**src/hw/rtl/grf_mixed_des_block_decoder_assert.svh**
```systemverilog
// ---------------------------------------------------------------------------
// Assertion macros for the mixed DES block decoder
// Concurrent checks that compile away when SYNTHESIS is defined.
// ---------------------------------------------------------------------------
`ifndef GRF_MIXED_DES_BLOCK_DECODER_ASSERT_SVH
`define GRF_MIXED_DES_BLOCK_DECODER_ASSERT_SVH

`ifndef SYNTHESIS
// Property that must hold at every clock edge outside reset.
`define MDBD_ASSERT(lbl, clk, rst_n, prop) \
  lbl: assert property (@(posedge clk) disable iff (!rst_n) (prop)) \
    else $error("mdbd: assertion failed");
// Condition that must never be seen outside reset.
`define MDBD_ASSERT_NEVER(lbl, clk, rst_n, cond) \
  `MDBD_ASSERT(lbl, clk, rst_n, !(cond))
`else
`define MDBD_ASSERT(lbl, clk, rst_n, prop)
`define MDBD_ASSERT_NEVER(lbl, clk, rst_n, cond)
`endif

`endif

```
**src/hw/rtl/mdbd_pkg.sv**
```systemverilog
// ---------------------------------------------------------------------------
// Mixed DES block decoder package
// Shared types, register indexes, cipher tables and permutation functions.
// ---------------------------------------------------------------------------
`default_nettype none

package mdbd_pkg;

  localparam int unsigned BlockW = 64;
  localparam int unsigned CountW = 5;
  localparam int unsigned ShufW  = 3;

  // Register indexes on the configuration port.
  localparam logic CfgKeyCycle = 1'b0;
  localparam logic CfgNameMode = 1'b1;

  localparam logic [CountW-1:0] EarlyBlocks = 5'd20;
  localparam logic [ShufW-1:0]  ShufLast    = 3'd7;

  // Treatment chosen for one block.
  typedef struct packed {
    logic nib_swap;
    logic do_core;
    logic do_shuffle;
  } op_t;

  localparam logic [7:0] IP_TAB [64] = '{
    8'd58, 8'd50, 8'd42, 8'd34, 8'd26, 8'd18, 8'd10, 8'd2,
    8'd60, 8'd52, 8'd44, 8'd36, 8'd28, 8'd20, 8'd12, 8'd4,
    8'd62, 8'd54, 8'd46, 8'd38, 8'd30, 8'd22, 8'd14, 8'd6,
    8'd64, 8'd56, 8'd48, 8'd40, 8'd32, 8'd24, 8'd16, 8'd8,
    8'd57, 8'd49, 8'd41, 8'd33, 8'd25, 8'd17, 8'd9,  8'd1,
    8'd59, 8'd51, 8'd43, 8'd35, 8'd27, 8'd19, 8'd11, 8'd3,
    8'd61, 8'd53, 8'd45, 8'd37, 8'd29, 8'd21, 8'd13, 8'd5,
    8'd63, 8'd55, 8'd47, 8'd39, 8'd31, 8'd23, 8'd15, 8'd7
  };

  localparam logic [7:0] FP_TAB [64] = '{
    8'd40, 8'd8,  8'd48, 8'd16, 8'd56, 8'd24, 8'd64, 8'd32,
    8'd39, 8'd7,  8'd47, 8'd15, 8'd55, 8'd23, 8'd63, 8'd31,
    8'd38, 8'd6,  8'd46, 8'd14, 8'd54, 8'd22, 8'd62, 8'd30,
    8'd37, 8'd5,  8'd45, 8'd13, 8'd53, 8'd21, 8'd61, 8'd29,
    8'd36, 8'd4,  8'd44, 8'd12, 8'd52, 8'd20, 8'd60, 8'd28,
    8'd35, 8'd3,  8'd43, 8'd11, 8'd51, 8'd19, 8'd59, 8'd27,
    8'd34, 8'd2,  8'd42, 8'd10, 8'd50, 8'd18, 8'd58, 8'd26,
    8'd33, 8'd1,  8'd41, 8'd9,  8'd49, 8'd17, 8'd57, 8'd25
  };

  localparam logic [7:0] P_TAB [32] = '{
    8'd16, 8'd7,  8'd20, 8'd21, 8'd29, 8'd12, 8'd28, 8'd17,
    8'd1,  8'd15, 8'd23, 8'd26, 8'd5,  8'd18, 8'd31, 8'd10,
    8'd2,  8'd8,  8'd24, 8'd14, 8'd32, 8'd27, 8'd3,  8'd9,
    8'd19, 8'd13, 8'd30, 8'd6,  8'd22, 8'd11, 8'd4,  8'd25
  };

  localparam logic [7:0] SBOX [4][64] = '{
    '{8'hef,8'h03,8'h41,8'hfd,8'hd8,8'h74,8'h1e,8'h47,8'h26,8'hef,8'hfb,8'h22,8'hb3,8'hd8,8'h84,8'h1e,
      8'h39,8'hac,8'ha7,8'h60,8'h62,8'hc1,8'hcd,8'hba,8'h5c,8'h96,8'h90,8'h59,8'h05,8'h3b,8'h7a,8'h85,
      8'h40,8'hfd,8'h1e,8'hc8,8'he7,8'h8a,8'h8b,8'h21,8'hda,8'h43,8'h64,8'h9f,8'h2d,8'h14,8'hb1,8'h72,
      8'hf5,8'h5b,8'hc8,8'hb6,8'h9c,8'h37,8'h76,8'hec,8'h39,8'ha0,8'ha3,8'h05,8'h52,8'h6e,8'h0f,8'hd9},
    '{8'ha7,8'hdd,8'h0d,8'h78,8'h9e,8'h0b,8'he3,8'h95,8'h60,8'h36,8'h36,8'h4f,8'hf9,8'h60,8'h5a,8'ha3,
      8'h11,8'h24,8'hd2,8'h87,8'hc8,8'h52,8'h75,8'hec,8'hbb,8'hc1,8'h4c,8'hba,8'h24,8'hfe,8'h8f,8'h19,
      8'hda,8'h13,8'h66,8'haf,8'h49,8'hd0,8'h90,8'h06,8'h8c,8'h6a,8'hfb,8'h91,8'h37,8'h8d,8'h0d,8'h78,
      8'hbf,8'h49,8'h11,8'hf4,8'h23,8'he5,8'hce,8'h3b,8'h55,8'hbc,8'ha2,8'h57,8'he8,8'h22,8'h74,8'hce},
    '{8'h2c,8'hea,8'hc1,8'hbf,8'h4a,8'h24,8'h1f,8'hc2,8'h79,8'h47,8'ha2,8'h7c,8'hb6,8'hd9,8'h68,8'h15,
      8'h80,8'h56,8'h5d,8'h01,8'h33,8'hfd,8'hf4,8'hae,8'hde,8'h30,8'h07,8'h9b,8'he5,8'h83,8'h9b,8'h68,
      8'h49,8'hb4,8'h2e,8'h83,8'h1f,8'hc2,8'hb5,8'h7c,8'ha2,8'h19,8'hd8,8'he5,8'h7c,8'h2f,8'h83,8'hda,
      8'hf7,8'h6b,8'h90,8'hfe,8'hc4,8'h01,8'h5a,8'h97,8'h61,8'ha6,8'h3d,8'h40,8'h0b,8'h58,8'he6,8'h3d},
    '{8'h4d,8'hd1,8'hb2,8'h0f,8'h28,8'hbd,8'he4,8'h78,8'hf6,8'h4a,8'h0f,8'h93,8'h8b,8'h17,8'hd1,8'ha4,
      8'h3a,8'hec,8'hc9,8'h35,8'h93,8'h56,8'h7e,8'hcb,8'h55,8'h20,8'ha0,8'hfe,8'h6c,8'h89,8'h17,8'h62,
      8'h17,8'h62,8'h4b,8'hb1,8'hb4,8'hde,8'hd1,8'h87,8'hc9,8'h14,8'h3c,8'h4a,8'h7e,8'ha8,8'he2,8'h7d,
      8'ha0,8'h9f,8'hf6,8'h5c,8'h6a,8'h09,8'h8d,8'hf0,8'h0f,8'he3,8'h53,8'h25,8'h95,8'h36,8'h28,8'hcb}
  };

  // Result bit i is source bit tab[i]-1, both counted from the top.
  function automatic logic [63:0] permute64(input logic [63:0] w,
                                            input logic [7:0] tab [64]);
    logic [63:0] r;
    logic [5:0]  src;
    r = '0;
    for (int i = 0; i < 64; i++) begin
      src = 6'(tab[i] - 8'd1);
      r[63-i] = w[6'd63 - src];
    end
    return r;
  endfunction

  function automatic logic [31:0] feistel(input logic [31:0] r);
    logic [7:0]  b4, b5, b6, b7;
    logic [5:0]  e [8];
    logic [31:0] s;
    logic [31:0] p;
    logic [4:0]  src;
    b4 = r[31:24];
    b5 = r[23:16];
    b6 = r[15:8];
    b7 = r[7:0];
    e[0] = {b7[0], b4[7:3]};
    e[1] = {b4[4:0], b5[7]};
    e[2] = {b4[0], b5[7:3]};
    e[3] = {b5[4:0], b6[7]};
    e[4] = {b5[0], b6[7:3]};
    e[5] = {b6[4:0], b7[7]};
    e[6] = {b6[0], b7[7:3]};
    e[7] = {b7[4:0], b4[7]};
    s = '0;
    for (int i = 0; i < 4; i++) begin
      s[31-8*i -: 8] = {SBOX[i][e[2*i]][7:4], SBOX[i][e[2*i+1]][3:0]};
    end
    p = '0;
    for (int i = 0; i < 32; i++) begin
      src = 5'(P_TAB[i] - 8'd1);
      p[31-i] = s[5'd31 - src];
    end
    return p;
  endfunction

  function automatic logic [63:0] des_core(input logic [63:0] w);
    logic [63:0] ip;
    logic [31:0] l;
    ip = permute64(w, IP_TAB);
    l  = ip[63:32] ^ feistel(ip[31:0]);
    return permute64({l, ip[31:0]}, FP_TAB);
  endfunction

  // Seven byte pairs trade places; every other value passes unchanged.
  function automatic logic [7:0] swap_byte(input logic [7:0] a);
    logic [7:0] r;
    case (a)
      8'h00:   r = 8'h2b;
      8'h2b:   r = 8'h00;
      8'h01:   r = 8'h68;
      8'h68:   r = 8'h01;
      8'h48:   r = 8'h77;
      8'h77:   r = 8'h48;
      8'h60:   r = 8'hff;
      8'hff:   r = 8'h60;
      8'h6c:   r = 8'h80;
      8'h80:   r = 8'h6c;
      8'hb9:   r = 8'hc0;
      8'hc0:   r = 8'hb9;
      8'heb:   r = 8'hfe;
      8'hfe:   r = 8'heb;
      default: r = a;
    endcase
    return r;
  endfunction

  function automatic logic [CountW-1:0] derived_period(input logic [3:0] c);
    logic [CountW-1:0] cx;
    logic [CountW-1:0] r;
    cx = {1'b0, c};
    if (c < 4'd3) begin
      r = 5'd3;
    end else if (c < 4'd5) begin
      r = cx + 5'd1;
    end else if (c < 4'd7) begin
      r = cx + 5'd9;
    end else begin
      r = cx + 5'd15;
    end
    return r;
  endfunction

endpackage

`default_nettype wire

```
**src/hw/rtl/mdbd_intf.sv**
```systemverilog
// ---------------------------------------------------------------------------
// Mixed DES block decoder stream interfaces
// Valid/ready channels for cipher blocks in and plain blocks out.
// ---------------------------------------------------------------------------
`default_nettype none

interface mdbd_in_if;
  logic        valid;
  logic        ready;
  logic [63:0] cipher_block;
  logic        first_block;

  modport source (output valid, output cipher_block, output first_block, input ready);
  modport sink   (input valid, input cipher_block, input first_block, output ready);
endinterface

interface mdbd_out_if;
  logic        valid;
  logic        ready;
  logic [63:0] plain_block;

  modport source (output valid, output plain_block, input ready);
  modport sink   (input valid, input plain_block, output ready);
endinterface

`default_nettype wire

```
**src/hw/rtl/mdbd_ctrl.sv**
```systemverilog
// ---------------------------------------------------------------------------
// Mixed DES block decoder control
// Configuration registers and block counters; picks the treatment per beat.
// ---------------------------------------------------------------------------
`default_nettype none
`include "grf_mixed_des_block_decoder_assert.svh"

module mdbd_ctrl (
  input  wire logic        clk_i,
  input  wire logic        rst_ni,
  input  wire logic        cfg_we_i,
  input  wire logic        cfg_idx_i,
  input  wire logic [3:0]  cfg_wdata_i,
  input  wire logic        fire_i,
  input  wire logic        first_i,
  output mdbd_pkg::op_t    op_o
);
  import mdbd_pkg::*;

  logic [3:0]        key_cycle_q;
  logic              name_mode_q;
  logic [CountW-1:0] early_q, early_d;
  logic [CountW-1:0] phase_q, phase_d;
  logic [ShufW-1:0]  shuf_q, shuf_d;

  logic [CountW-1:0] early_c, phase_c, period;
  logic [ShufW-1:0]  shuf_c;
  logic [CountW:0]   phase_inc;
  logic              only_early;
  op_t               op;

  always_comb begin
    early_c    = first_i ? '0 : early_q;
    phase_c    = first_i ? '0 : phase_q;
    shuf_c     = first_i ? '0 : shuf_q;
    only_early = (key_cycle_q == 4'd0);
    period     = derived_period(key_cycle_q);
    phase_inc  = {1'b0, phase_c} + 6'd1;

    op = '0;
    early_d = early_q;
    phase_d = phase_q;
    shuf_d  = shuf_q;
    if (name_mode_q) begin
      op.nib_swap = 1'b1;
      op.do_core  = 1'b1;
    end else begin
      op.do_core = (early_c < EarlyBlocks) || (!only_early && phase_c == '0);
      shuf_d = shuf_c;
      if (!op.do_core) begin
        op.do_shuffle = (shuf_c == ShufLast) && !only_early;
        // A shuffle restarts the gap count, so the next gap is one shorter.
        shuf_d = op.do_shuffle ? ShufW'(1) : shuf_c + ShufW'(1);
      end
      early_d = (early_c < EarlyBlocks) ? early_c + CountW'(1) : EarlyBlocks;
      phase_d = (phase_inc >= {1'b0, period}) ? '0 : phase_inc[CountW-1:0];
    end
  end

  assign op_o = op;

  always_ff @(posedge clk_i or negedge rst_ni) begin
    if (!rst_ni) begin
      key_cycle_q <= '0;
      name_mode_q <= 1'b0;
    end else if (cfg_we_i) begin
      case (cfg_idx_i)
        CfgKeyCycle: key_cycle_q <= cfg_wdata_i;
        CfgNameMode: name_mode_q <= cfg_wdata_i[0];
        default:     key_cycle_q <= key_cycle_q;
      endcase
    end
  end

  always_ff @(posedge clk_i or negedge rst_ni) begin
    if (!rst_ni) begin
      early_q <= '0;
      phase_q <= '0;
      shuf_q  <= '0;
    end else if (fire_i) begin
      early_q <= early_d;
      phase_q <= phase_d;
      shuf_q  <= shuf_d;
    end
  end

  `MDBD_ASSERT(a_early_sat, clk_i, rst_ni, early_q <= EarlyBlocks)
  `MDBD_ASSERT(a_shuf_restart, clk_i, rst_ni, fire_i && op.do_shuffle |=> shuf_q == ShufW'(1))
  `MDBD_ASSERT_NEVER(a_core_xor_shuf, clk_i, rst_ni, op.do_core && op.do_shuffle)

endmodule

`default_nettype wire

```
**src/hw/rtl/mdbd_datapath.sv**
```systemverilog
// ---------------------------------------------------------------------------
// Mixed DES block decoder datapath
// Nibble swap, one-round DES-like core and byte shuffle for one block.
// ---------------------------------------------------------------------------
`default_nettype none

module mdbd_datapath (
  input  wire logic [63:0] block_i,
  input  mdbd_pkg::op_t    op_i,
  output logic [63:0]      block_o
);
  import mdbd_pkg::*;

  logic [63:0] swapped;
  logic [63:0] shuffled;

  always_comb begin
    swapped = block_i;
    if (op_i.nib_swap) begin
      for (int i = 0; i < 8; i++) begin
        swapped[8*i +: 8] = {block_i[8*i +: 4], block_i[8*i+4 +: 4]};
      end
    end
  end

  // Output bytes 0..6 take input bytes 3,4,6,0,1,2,5; byte 7 goes through the swap table.
  assign shuffled = {block_i[39:32], block_i[31:24], block_i[15:8], block_i[63:56],
                     block_i[55:48], block_i[47:40], block_i[23:16],
                     swap_byte(block_i[7:0])};

  always_comb begin
    if (op_i.do_core) begin
      block_o = des_core(swapped);
    end else if (op_i.do_shuffle) begin
      block_o = shuffled;
    end else begin
      block_o = block_i;
    end
  end

endmodule

`default_nettype wire

```
**src/hw/rtl/grf_mixed_des_block_decoder.sv**
```systemverilog
// ---------------------------------------------------------------------------
// Mixed DES block decoder
// Decodes one 8-byte archive block per beat with a keyless DES-like core.
// ---------------------------------------------------------------------------
// The decoder takes one beat per clock cycle unless the output stalls it.
// The input stage registers each accepted block with its treatment, chosen
// as the block counters advance; the datapath then feeds the result
// register. Both stages are plain registers with a valid bit, so a new beat
// can be accepted while a finished block still waits on the output if the
// input stage is empty. In data mode the first twenty blocks of a file pass
// through the core; if key_cycle is nonzero, later blocks go through the
// core when their index is a multiple of the period derived from key_cycle,
// and of the rest every eighth, then every seventh, is byte-shuffled. In
// name mode every block is nibble-swapped and then passed through the core.
// Registers must only be written while no beat is in flight.
`default_nettype none
`include "grf_mixed_des_block_decoder_assert.svh"

module grf_mixed_des_block_decoder (
  input  wire logic        clk_i,
  input  wire logic        rst_ni,
  input  wire logic        cfg_we_i,
  input  wire logic        cfg_idx_i,
  input  wire logic [3:0]  cfg_wdata_i,
  mdbd_in_if.sink          in_bus,
  mdbd_out_if.source       out_bus
);
  import mdbd_pkg::*;

  // Input stage: the raw block and the treatment chosen on acceptance.
  logic              s1_vld_q, s1_vld_d;
  logic [BlockW-1:0] s1_blk_q;
  op_t               s1_op_q;

  // Result register.
  logic              out_vld_q, out_vld_d;
  logic [BlockW-1:0] out_blk_q;

  logic              s1_adv;
  logic              in_fire;
  op_t               op_sel;
  logic [BlockW-1:0] dp_blk;

  // The input stage moves on whenever the result register is free or drained.
  assign s1_adv       = !out_vld_q || out_bus.ready;
  assign in_bus.ready = !s1_vld_q || s1_adv;
  assign in_fire      = in_bus.valid && in_bus.ready;

  mdbd_ctrl u_ctrl (
    .clk_i       (clk_i),
    .rst_ni      (rst_ni),
    .cfg_we_i    (cfg_we_i),
    .cfg_idx_i   (cfg_idx_i),
    .cfg_wdata_i (cfg_wdata_i),
    .fire_i      (in_fire),
    .first_i     (in_bus.first_block),
    .op_o        (op_sel)
  );

  mdbd_datapath u_datapath (
    .block_i (s1_blk_q),
    .op_i    (s1_op_q),
    .block_o (dp_blk)
  );

  always_comb begin
    s1_vld_d  = in_fire ? 1'b1 : (s1_adv ? 1'b0 : s1_vld_q);
    out_vld_d = s1_adv ? s1_vld_q : out_vld_q;
  end

  always_ff @(posedge clk_i or negedge rst_ni) begin
    if (!rst_ni) begin
      s1_vld_q  <= 1'b0;
      out_vld_q <= 1'b0;
    end else begin
      s1_vld_q  <= s1_vld_d;
      out_vld_q <= out_vld_d;
    end
  end

  always_ff @(posedge clk_i) begin
    if (in_fire) begin
      s1_blk_q <= in_bus.cipher_block;
      s1_op_q  <= op_sel;
    end
    if (s1_adv && s1_vld_q) begin
      out_blk_q <= dp_blk;
    end
  end

  assign out_bus.valid       = out_vld_q;
  assign out_bus.plain_block = out_blk_q;

  `MDBD_ASSERT(a_ready_when_empty, clk_i, rst_ni, !out_vld_q |-> in_bus.ready)
  `MDBD_ASSERT(a_s1_held, clk_i, rst_ni, s1_vld_q && !s1_adv |=> s1_vld_q)
  `MDBD_ASSERT(a_out_drain, clk_i, rst_ni, out_vld_q && out_bus.ready && !s1_vld_q |=> !out_vld_q)

endmodule

`default_nettype wire
```
**src/flat_wrapper.sv**
```systemverilog
// flat-port wrapper written by rule: the top's interface ports become plain ports
module grf_mixed_des_block_decoder_flat import mdbd_pkg::*;
  (clk_i, rst_ni, cfg_we_i, cfg_idx_i, cfg_wdata_i, in_bus_valid, in_bus_cipher_block, in_bus_first_block, in_bus_ready, out_bus_valid, out_bus_plain_block, out_bus_ready);
  mdbd_in_if in_bus_i ();
  mdbd_out_if out_bus_i ();
  input  wire logic clk_i;
  input  wire logic rst_ni;
  input  wire logic cfg_we_i;
  input  wire logic cfg_idx_i;
  input  wire logic [3:0] cfg_wdata_i;
  input wire logic [$bits(in_bus_i.valid)-1:0] in_bus_valid;
  input wire logic [$bits(in_bus_i.cipher_block)-1:0] in_bus_cipher_block;
  input wire logic [$bits(in_bus_i.first_block)-1:0] in_bus_first_block;
  output wire logic [$bits(in_bus_i.ready)-1:0] in_bus_ready;
  output wire logic [$bits(out_bus_i.valid)-1:0] out_bus_valid;
  output wire logic [$bits(out_bus_i.plain_block)-1:0] out_bus_plain_block;
  input wire logic [$bits(out_bus_i.ready)-1:0] out_bus_ready;
  assign in_bus_i.valid = in_bus_valid;
  assign in_bus_i.cipher_block = in_bus_cipher_block;
  assign in_bus_i.first_block = in_bus_first_block;
  assign in_bus_ready = in_bus_i.ready;
  assign out_bus_valid = out_bus_i.valid;
  assign out_bus_plain_block = out_bus_i.plain_block;
  assign out_bus_i.ready = out_bus_ready;
  grf_mixed_des_block_decoder u_core (.clk_i(clk_i), .rst_ni(rst_ni), .cfg_we_i(cfg_we_i), .cfg_idx_i(cfg_idx_i), .cfg_wdata_i(cfg_wdata_i), .in_bus(in_bus_i), .out_bus(out_bus_i));
endmodule
```
**config.mk**
```make
export PLATFORM = sky130hd
export DESIGN_NAME = grf_mixed_des_block_decoder_flat
export DESIGN_NICKNAME = d
export VERILOG_FILES = /design/src/hw/rtl/mdbd_pkg.sv /design/src/hw/rtl/mdbd_intf.sv /design/src/hw/rtl/mdbd_ctrl.sv /design/src/hw/rtl/mdbd_datapath.sv /design/src/hw/rtl/grf_mixed_des_block_decoder.sv /design/src/flat_wrapper.sv
export VERILOG_INCLUDE_DIRS = /design/src /design/src/hw/rtl
export SDC_FILE = /design/constraint.sdc
export NUM_CORES = 1
export LEC_CHECK = 0
export BUFFER_PORTS_ARGS = -buffer_cell sky130_fd_sc_hd__clkbuf_2
export CAP_MARGIN = 5
export CORE_ASPECT_RATIO = 0.6
export CORE_MARGIN = 2
export CORE_UTILIZATION = 55
export DETAILED_ROUTE_END_ITERATION = 6
export PLACE_DENSITY = 0.83
export SLEW_MARGIN = 5
export SYNTH_ARGS = -nofsm -noshare
export SYNTH_HDL_FRONTEND = slang
export SYNTH_SLANG_ARGS = --single-unit
```
**constraint.sdc**
```tcl
create_clock -name clk_i -period 3.3 [get_ports clk_i]
set_input_delay 0.66 -clock clk_i [delete_from_list [all_inputs] [get_ports clk_i]]
set_output_delay 0.66 -clock clk_i [all_outputs]
set_load 0.01 [all_outputs]
```
==> out/summary.md, run 1 <==
The tool flagged a number of max-cap violations equal to 0. In this run, the number of DRC markers left after iteration 0 of detailed routing was 1,588. Type of the setup path with the least slack: reg2reg. The layout-stage area growth over the synthesis result came out at 14.6%.

The most instantiated flip-flop cell in the synthesis netlist was edfxtp_1. The per-cell routed wire length is 23.6 µm. The via density per instance is 6.72. TritonCTS built the clock tree.

Sorting the synthesized cells by how often they occur yields mux2i_1, edfxtp_1, nand2_1, nor2_1. In this run the number of H-tree levels came out at 4. The max-slew violation count was 0; the routability congestion estimate was 1.03. The run gives 1,624 as the net count of the mapped netlist. The overall die width was 210 µm; the clock buffer count from CTS was 17. The average instance in the mapped netlist occupies 9.44 µm². The slowest stage of the critical path is the a2111oi_0 cell.

The first global-routing pass estimated 71,200 µm of wire. The final layout contains 1,765 nets. The cell taking the most area after synthesis is edfxtp_1. The gate count of the mapped netlist is 1,482, and the number of nets with antenna violations after routing is 0. The worst register-to-register path has a setup slack of 0.07 ns. After global routing the overflow that remains totals 0. The number of enable-type register cells in the synthesized netlist was 131.

In the final layout, the multi-input gates occupy 8750 µm². In this run the worst setup path terminates at u_core.out_bus.plain_block[30]$_DFFE_PP_. The highest metal layer carrying signal wires in the routed design is met5. Measured against its own limit, the worst slew margin works out to 27.2%. At the pin with the least slew margin, the transition time is 1.07 ns. The logs give 124 for the largest net degree at the start of global routing and 0 for the final number of setup-violating endpoints. Yosys mapped the design onto 88 distinct sky130hd cell types. The run gives 20,700 µm as the routed length on met1. For this run, the share of the core covered by cells in the final layout is 63.9%. In this run the power density over the cells is 464 nW/µm². The number of logic stages on the critical path including buffering was 11.

The worst slack on hold paths is 0.150 ns, and the floorplan core area is 25,100 µm². The endpoint identified for the worst register-to-register timing path is u_core.out_bus.plain_block[30]$_DFFE_PP_. Counting flops and latches in the post-synthesis netlist gives 151. For the number of hold-slack violations in the final timing report, the log shows 0. The count of buffering cells on the critical path with inverters included is 3, and the amount of wire on met2 after detailed routing is 18,100 µm. Arrival time at the worst endpoint: 3.43 ns.

Based on the critical path, the design can be clocked at up to 0.309 GHz. STA classifies the critical path startpoint as a flip-flop. The final reports fail on DRC.

The biggest cell delay along the critical path is 0.54 ns, and the area of the mapped netlist is 14,000 µm². During I/O placement, the number of pins put on the boundary was 141. The analysis attributes to cell leakage a power of 0.00663 µW.

The longest clock path from root to sink contains 2 buffers. The post-detailed-placement half-perimeter wirelength was 34,900 µm; the setup clock skew after layout was 0.0148 ns. The run gives 2,097 as the filler cell count in the final layout. The kind of path behind the tightest hold check was in2async.

The flow ran to the end, but the final reports show violations. After detailed routing, the number of remaining DRC violations is 6. Measured in cells, the most critical reg-to-reg path has a length of 11. The endpoint class of the critical path was a flip-flop. The proportion of netlist area held by the largest area contributor is 28.1%, and the clock sink count is 151. The logs give 6050 µm for the met3 wire length and 7 for the detailed-router iteration count before antenna repair.

Setup repair after global routing left no endpoint under its margin. The tools report the beginning of the critical path as u_core.s1_op_q[2]$_DFFE_PP_. For this configuration, the core starts out at a cell density of 55.7%. The count of input and output buffers is 140. The floorplan step set the die height to 128 µm. At the later pin of the worst-skew pair, clock insertion delay measures 0.47 ns. The clock transition at the registers of the reported paths came out at 0.07 ns.

In the final layout, flip-flops and latches occupy 4430 µm². IR analysis of the VDD net gives a maximum drop of 0.384 mV. The async set-or-reset flop fraction in the synthesized netlist was 13.2%; the setup TNS was 0 ns. The routed design could run at a clock period as short as 3.23 ns. Walking the worst path, the cells encountered are buf_12 > buf_4 > mux2_2 > ha_1 > buf_4 > nand2b_1 > nand3_1 > o311ai_0 > o311ai_0 > a2111oi_0 > nor4b_1. The share of the clock period used by the worst path came out at 98.0%. The tools report the overall die area as 26,800 µm². The tools report the via count of the first global-routing pass as 12,200. Among all cell types in the netlist, the one instantiated most often is mux2i_1.

After floorplanning, the core was divided into 45 placement rows. Global routing used 35.0% of the available tracks across all layers. The detailed-route wire length was 46,400 µm; the total number of yosys warnings was 0.

The largest driver fanout on the critical path was 27. Number of antenna violations at the first check in global routing: 1. The share of post-route cells with drive strength above 1 works out to 25.1%.

In this design, the largest share of critical-path delay is due to compound AO/OA/AOI/OAI gates. The via count is 13,200. Startpoint of the lowest-slack register-to-register path: u_core.s1_op_q[2]$_DFFE_PP_.

The critical path data required time is 3.49 ns. The root cell of the clock tree was clkbuf_16. Yosys attributes the largest share of cell area to edfxtp_1, mux2i_1, ha_1.

After synthesis, flip-flops and latches occupy 31.7% of the total area.
[area by class of cell]
type | instances | area share (%)
sequential | 151 | 27.7
clock inverter | 14 | 0.874
clock buffer | 18 | 2.74
timing repair buffer | 257 | 10.3
tap | 329 | 2.57
antenna | 1 | 0.0156
multi-input combinational | 1142 | 54.6
inverter | 54 | 1.26
[what timing repair did]
item,CTS,global route
cloned,0,0
buffers inserted,0,2
gates resized for setup,1,6
pin swaps,0,0
endpoints found under the setup margin,1,9
hold buffers,0,0
[cell usage in the layout, fill, tap and decap left out, drive strengths merged, types with 14 or more instances in the layout]
master	n
ha	66
inv	54
nand2	126
edfxtp	131
mux4	19
nor2	91
a31oi	17
a21oi	31
mux2	56
dfrtp	20
o211ai	33
nand3	51
xnor2	28
buf	117
clkbuf	158
or3	14
o31ai	14
nand2b	16
nor3	42
mux2i	151
nand4	14
o21ai	70
nor2b	24
a211oi	37
[power breakdown]
part	switching [µW]	internal, µW	total, µW	leakage [µW]
logic	1680	1260	2940	0.00484
registers	200	2340	2540	0.00151
clock network	883	1080	1960	0.000285
[state kept, by name, indices dropped and copies added, names as in the netlist]
name / flops
u_core.u_ctrl.shuf_q: 3
u_core.out_bus.valid: 1
u_core.s1_vld_q: 1
u_core.u_ctrl.key_cycle_q: 4
u_core.u_ctrl.phase_q: 5
u_core.s1_blk_q: 64
u_core.out_bus.plain_block: 64
u_core.s1_op_q: 3
u_core.u_ctrl.name_mode_q: 1
u_core.u_ctrl.early_q: 5
[metal layers]
metal  global-route usage, %  vias to the layer above
li1                        -                     5981
met1                    51.4                     6289
met2                    47.2                      830
met3                    12.4                      102
met4                    10.8                        2
met5                    3.81                        -
[stage by stage]
step	cell area [µm²]	std cells	setup slack [ns]	power, µW
final	16000	1966	0.0671	7440
after global routing	16000	1965	0.00576	7790
after floorplan	14000	1482	0.109	4500
after detailed placement	15400	1931	0.0202	5400
after global placement	15400	1931	0.185	5360
after CTS	16000	1963	0.0680	7370
[worst min-delay path by stage]
| stage | from | to | slack (ns) | cells after the start |
|---|---|---|---|---|
| after global routing | rst_ni | u_core.u_ctrl.phase_q[3]$_DFFE_PN0P_ | 0.19 | 1 |
| final | rst_ni | u_core.u_ctrl.key_cycle_q[2]$_DFFE_PN0P_ | 0.15 | 1 |
| after CTS | rst_ni | u_core.u_ctrl.key_cycle_q[2]$_DFFE_PN0P_ | 0.15 | 1 |
| after detailed placement | u_core.s1_vld_q$_DFFE_PN0P_ | u_core.out_bus.valid$_DFFE_PN0P_ | 0.48 | 1 |
| after global placement | u_core.s1_vld_q$_DFFE_PN0P_ | u_core.out_bus.valid$_DFFE_PN0P_ | 0.46 | 1 |
| after floorplan | rst_ni | u_core.out_bus.valid$_DFFE_PN0P_ | 0.36 | 0 |
[kinds of logic (layout without fill, tap and decap cells)]
kind of cell	after synthesis	after routing	share of synthesized area, %
compound gates	357	357	18.6
xor+xnor	32	32	2.00
fa+ha+maj	67	67	6.05
buf+inv	189	343	6.03
flops	151	151	31.7
mux	226	226	19.1
other cells	0	1	0
simple gates	460	460	16.5
Note: power is estimated with default switching activity, not from simulation.
==> run 2, diff against run 1 <==
--- a/config.mk
+++ b/config.mk
@@ -12,7 +12,8 @@
 export CORE_MARGIN = 2
 export CORE_UTILIZATION = 55
 export DETAILED_ROUTE_END_ITERATION = 6
-export PLACE_DENSITY = 0.83
+export GPL_ROUTABILITY_DRIVEN = 0
+export PLACE_DENSITY = 0.84
 export SLEW_MARGIN = 5
 export SYNTH_ARGS = -nofsm -noshare
 export SYNTH_HDL_FRONTEND = slang
==> out/summary.md, run 2 (same netlist as run 1, synthesis figures left out) <==
The total routing usage reported by global routing was 33.7% (-1.3 points). The number of cells traversed by the worst register-to-register path was 9 (-2); the number of nets with antenna violations after routing was 0 (unchanged). The clock transition at the registers of the reported paths came out at 0.07 ns (about the same). The tools report the root cell of the clock tree as clkbuf_16. Leaving out fill and tap cells, the most frequent cells in the layout are mux2i_1, clkbuf_2, edfxtp_1. The worst setup path is of the reg2reg kind.

The run finished, with violations left. The tools report the worst slack on hold paths as 0.163 ns (+0.0126 ns). For the via count of the first global-routing pass, the log shows 12,500 (+2.5%).

The tools report the overall die area as 26,800 µm² (unchanged). Largest buffer count on any clock path: 2 (unchanged). The final reports fail on DRC, setup timing. The filler cell count in the final layout came out at 2,013 (-4.0%). For the clock sink count, the log shows 151 (unchanged).

Final number of setup-violating endpoints: 1 (+1). Worst-case headroom to the max-slew limit: 42.6% (+15 points). The total inserted antenna cells was 0 (-1); the critical path data required time was 3.48 ns (about the same). The via density per instance works out to 6.95 (+3.4%). Following the worst setup path forward leads to its endpoint at u_core.out_bus.plain_block[24]$_DFFE_PP_. The total I/O pin count was 141 (unchanged).

The run gives 45,100 µm (-2.6%) as the detailed-route wire length. The worst slack at placement is 0.0414 ns (+0.0212 ns), and the floorplan die height is 128 µm (unchanged). The critical path starts at u_core.s1_op_q[2]$_DFFE_PP_. The net switching power figure is 2730 µW (-0.99%).

The clock period minus worst slack works out to 3.33 ns (+0.0971 ns). The arrival time at the worst endpoint is 3.51 ns (+0.08 ns). The run gives 0 (unchanged) as the total grt overflow. The floorplan core area came out at 25,100 µm² (unchanged). The switching power as a share of total power is 37.4% (+0.34 points), and the source-to-sink clock delay at the later pin of the worst-skew pair is 0.46 ns (about the same).

Detailed router's first-iteration violation count: 1,959 (+23%). The tools report the total leakage power as 0.00649 µW (-2.1%). The run gives -0.0300 ns (-0.0971 ns) as the final worst-path setup slack. TritonCTS built the clock tree.

The reg2reg setup slack was -0.03 ns (-0.10 ns); the count of input and output buffers was 140 (unchanged). The largest driver fanout on the critical path came out at 35 (+30%). The power density relative to cell area was 462 nW/µm² (-0.50%). The clock buffer count from CTS is 17 (unchanged). The logs give 33,000 µm (-5.4%) for the post-detailed-placement half-perimeter wirelength and 0.0141 ns (-0.000741 ns) for the setup clock skew after layout.

The share of post-route cells with drive strength above 1 is 23.6% (-1.4 points), and the largest net degree at the start of global routing is 124 (unchanged). The max-slew violation count was 0 (unchanged). The post-layout net count was 1,740 (-1.4%); the total DRC errors in the routed layout was 9 (+3). For the worst IR drop on VDD, the log shows 0.359 mV (-6.7%). The share of the clock period used by the worst path works out to 101% (+2.9 points). STA classifies the critical path startpoint as a flip-flop. Top achievable clock speed: 0.300 GHz (-2.9%). The tools report the via count as 13,500 (+2.1%). The number of maximum-capacitance violations was 0 (unchanged); the overall die width was 210 µm (unchanged). The slew of the pin with the lowest slew margin is 0.858 ns (-0.217 ns). For the level count of the clock H-tree, the log shows 4 (unchanged). The run gives 0 (unchanged) as the number of buffers inserted by hold repair at cts. The worst setup path is captured at a flip-flop. The internal power contribution came out at 4570 µW (-2.4%). The number of hold-slack violations in the final timing report is 0 (unchanged).

The tools report the number of antenna violations at the first check in global routing as 2 (+1). The run gives 45 (unchanged) as the number of rows created at floorplan. For the effective utilization at floorplan, the log shows 55.7% (unchanged). Relative to the synthesized area, the layout overhead comes to 13.0%. The per-cell routed wire length was 23.3 µm (-1.3%). Most frequent standard cell in the layout excluding fill and tap cells: mux2i_1. The fraction of power consumed by the clock network was 25.3% (-1.0 points); the detailed-router iteration count before antenna repair was 7 (unchanged). The path class of the tightest hold or removal check is in2async.

The sequential fraction of design power was 34.9% (+0.7 points); the wire length of the first global-routing pass was 69,600 µm (-2.3%). The worst register-to-register path ends at u_core.out_bus.plain_block[24]$_DFFE_PP_. The combinational group share of total power was 39.8% (+0.3 points). The startpoint of the lowest-slack register-to-register path was u_core.s1_op_q[2]$_DFFE_PP_.
run 2: layout make-up:
cell class / count / area [µm²] / share of cell area, %
flip-flops and latches: 151 / 4430 / 28.0
clock inverters: 10 / 85.1 / 0.538
clock buffers: 22 / 454 / 2.87
multi-input cells: 1142 / 8770 / 55.5
repair buffers: 232 / 1450 / 9.19
well taps: 329 / 412 / 2.60
inverters: 54 / 203 / 1.28
run 2: worst min-delay path by stage:
stage                                startpoint                                        to  slack, ns  depth (start not counted)
global route                             rst_ni      u_core.u_ctrl.phase_q[2]$_DFFE_PN0P_       0.18                          1
floorplan                                rst_ni          u_core.out_bus.valid$_DFFE_PN0P_       0.36                          0
global placement    u_core.s1_vld_q$_DFFE_PN0P_          u_core.out_bus.valid$_DFFE_PN0P_       0.46                          1
finish                                   rst_ni      u_core.u_ctrl.phase_q[3]$_DFFE_PN0P_       0.16                          1
detailed placement  u_core.s1_vld_q$_DFFE_PN0P_          u_core.out_bus.valid$_DFFE_PN0P_       0.49                          1
CTS                                      rst_ni  u_core.u_ctrl.key_cycle_q[1]$_DFFE_PN0P_       0.16                          1
run 2: routing by layer:
layer | routed length [µm] | global-route usage, % | share of wire, % | up-vias
li1 | - | - | - | 5908
met1 | 18400 | 47.3 | 41 | 6387
met2 | 18100 | 46.6 | 40 | 1023
met3 | 7060 | 12.7 | 16 | 155
met4 | 1530 | 13.4 | 3.4 | 2
met5 | 13 | 0 | 0.029 | -
run 2: power groups by stage:
| stage | clock network [µW] | registers, µW | logic [µW] |
|---|---|---|---|
| 2_1_floorplan | 0 | 2530 | 1970 |
| 3_3_place_gp | 0 | 2570 | 2660 |
| 3_5_place_dp | 0 | 2570 | 2770 |
| 4_1_cts | 1880 | 2540 | 2790 |
| 5_1_grt | 1950 | 2560 | 3100 |
| 6_report | 1850 | 2550 | 2900 |
run 2: stage by stage:
stage                     utilization [%]  area [µm²]  setup TNS (ns)  cells  power [µW]
after floorplan                         -       14000               0   1482        4500
after global placement               60.5       15200               0   1903        5220
after detailed placement             60.5       15200               0   1903        5340
after CTS                            62.6       15700               0   1935        7200
after global routing                 63.0       15800         -0.0162   1940        7620
final                                63.0       15800         -0.0300   1940        7300
run 2: timing repair:
item	CTS	global route
setup endpoints to repair	0	15
hold endpoints to repair	0	0
buffers inserted	0	5
gates resized for setup	0	8
run 2: worst max-delay path: stages (launching register included):
cell and delay (ns):
edfxtp_1 0.38, buf_12 0.24, mux2_2 0.51, ha_1 0.41, inv_1 0.11, nor2_1 0.24, o21ai_0 0.13, and3_1 0.21
o311a_1 0.34, nor3_1 0.46
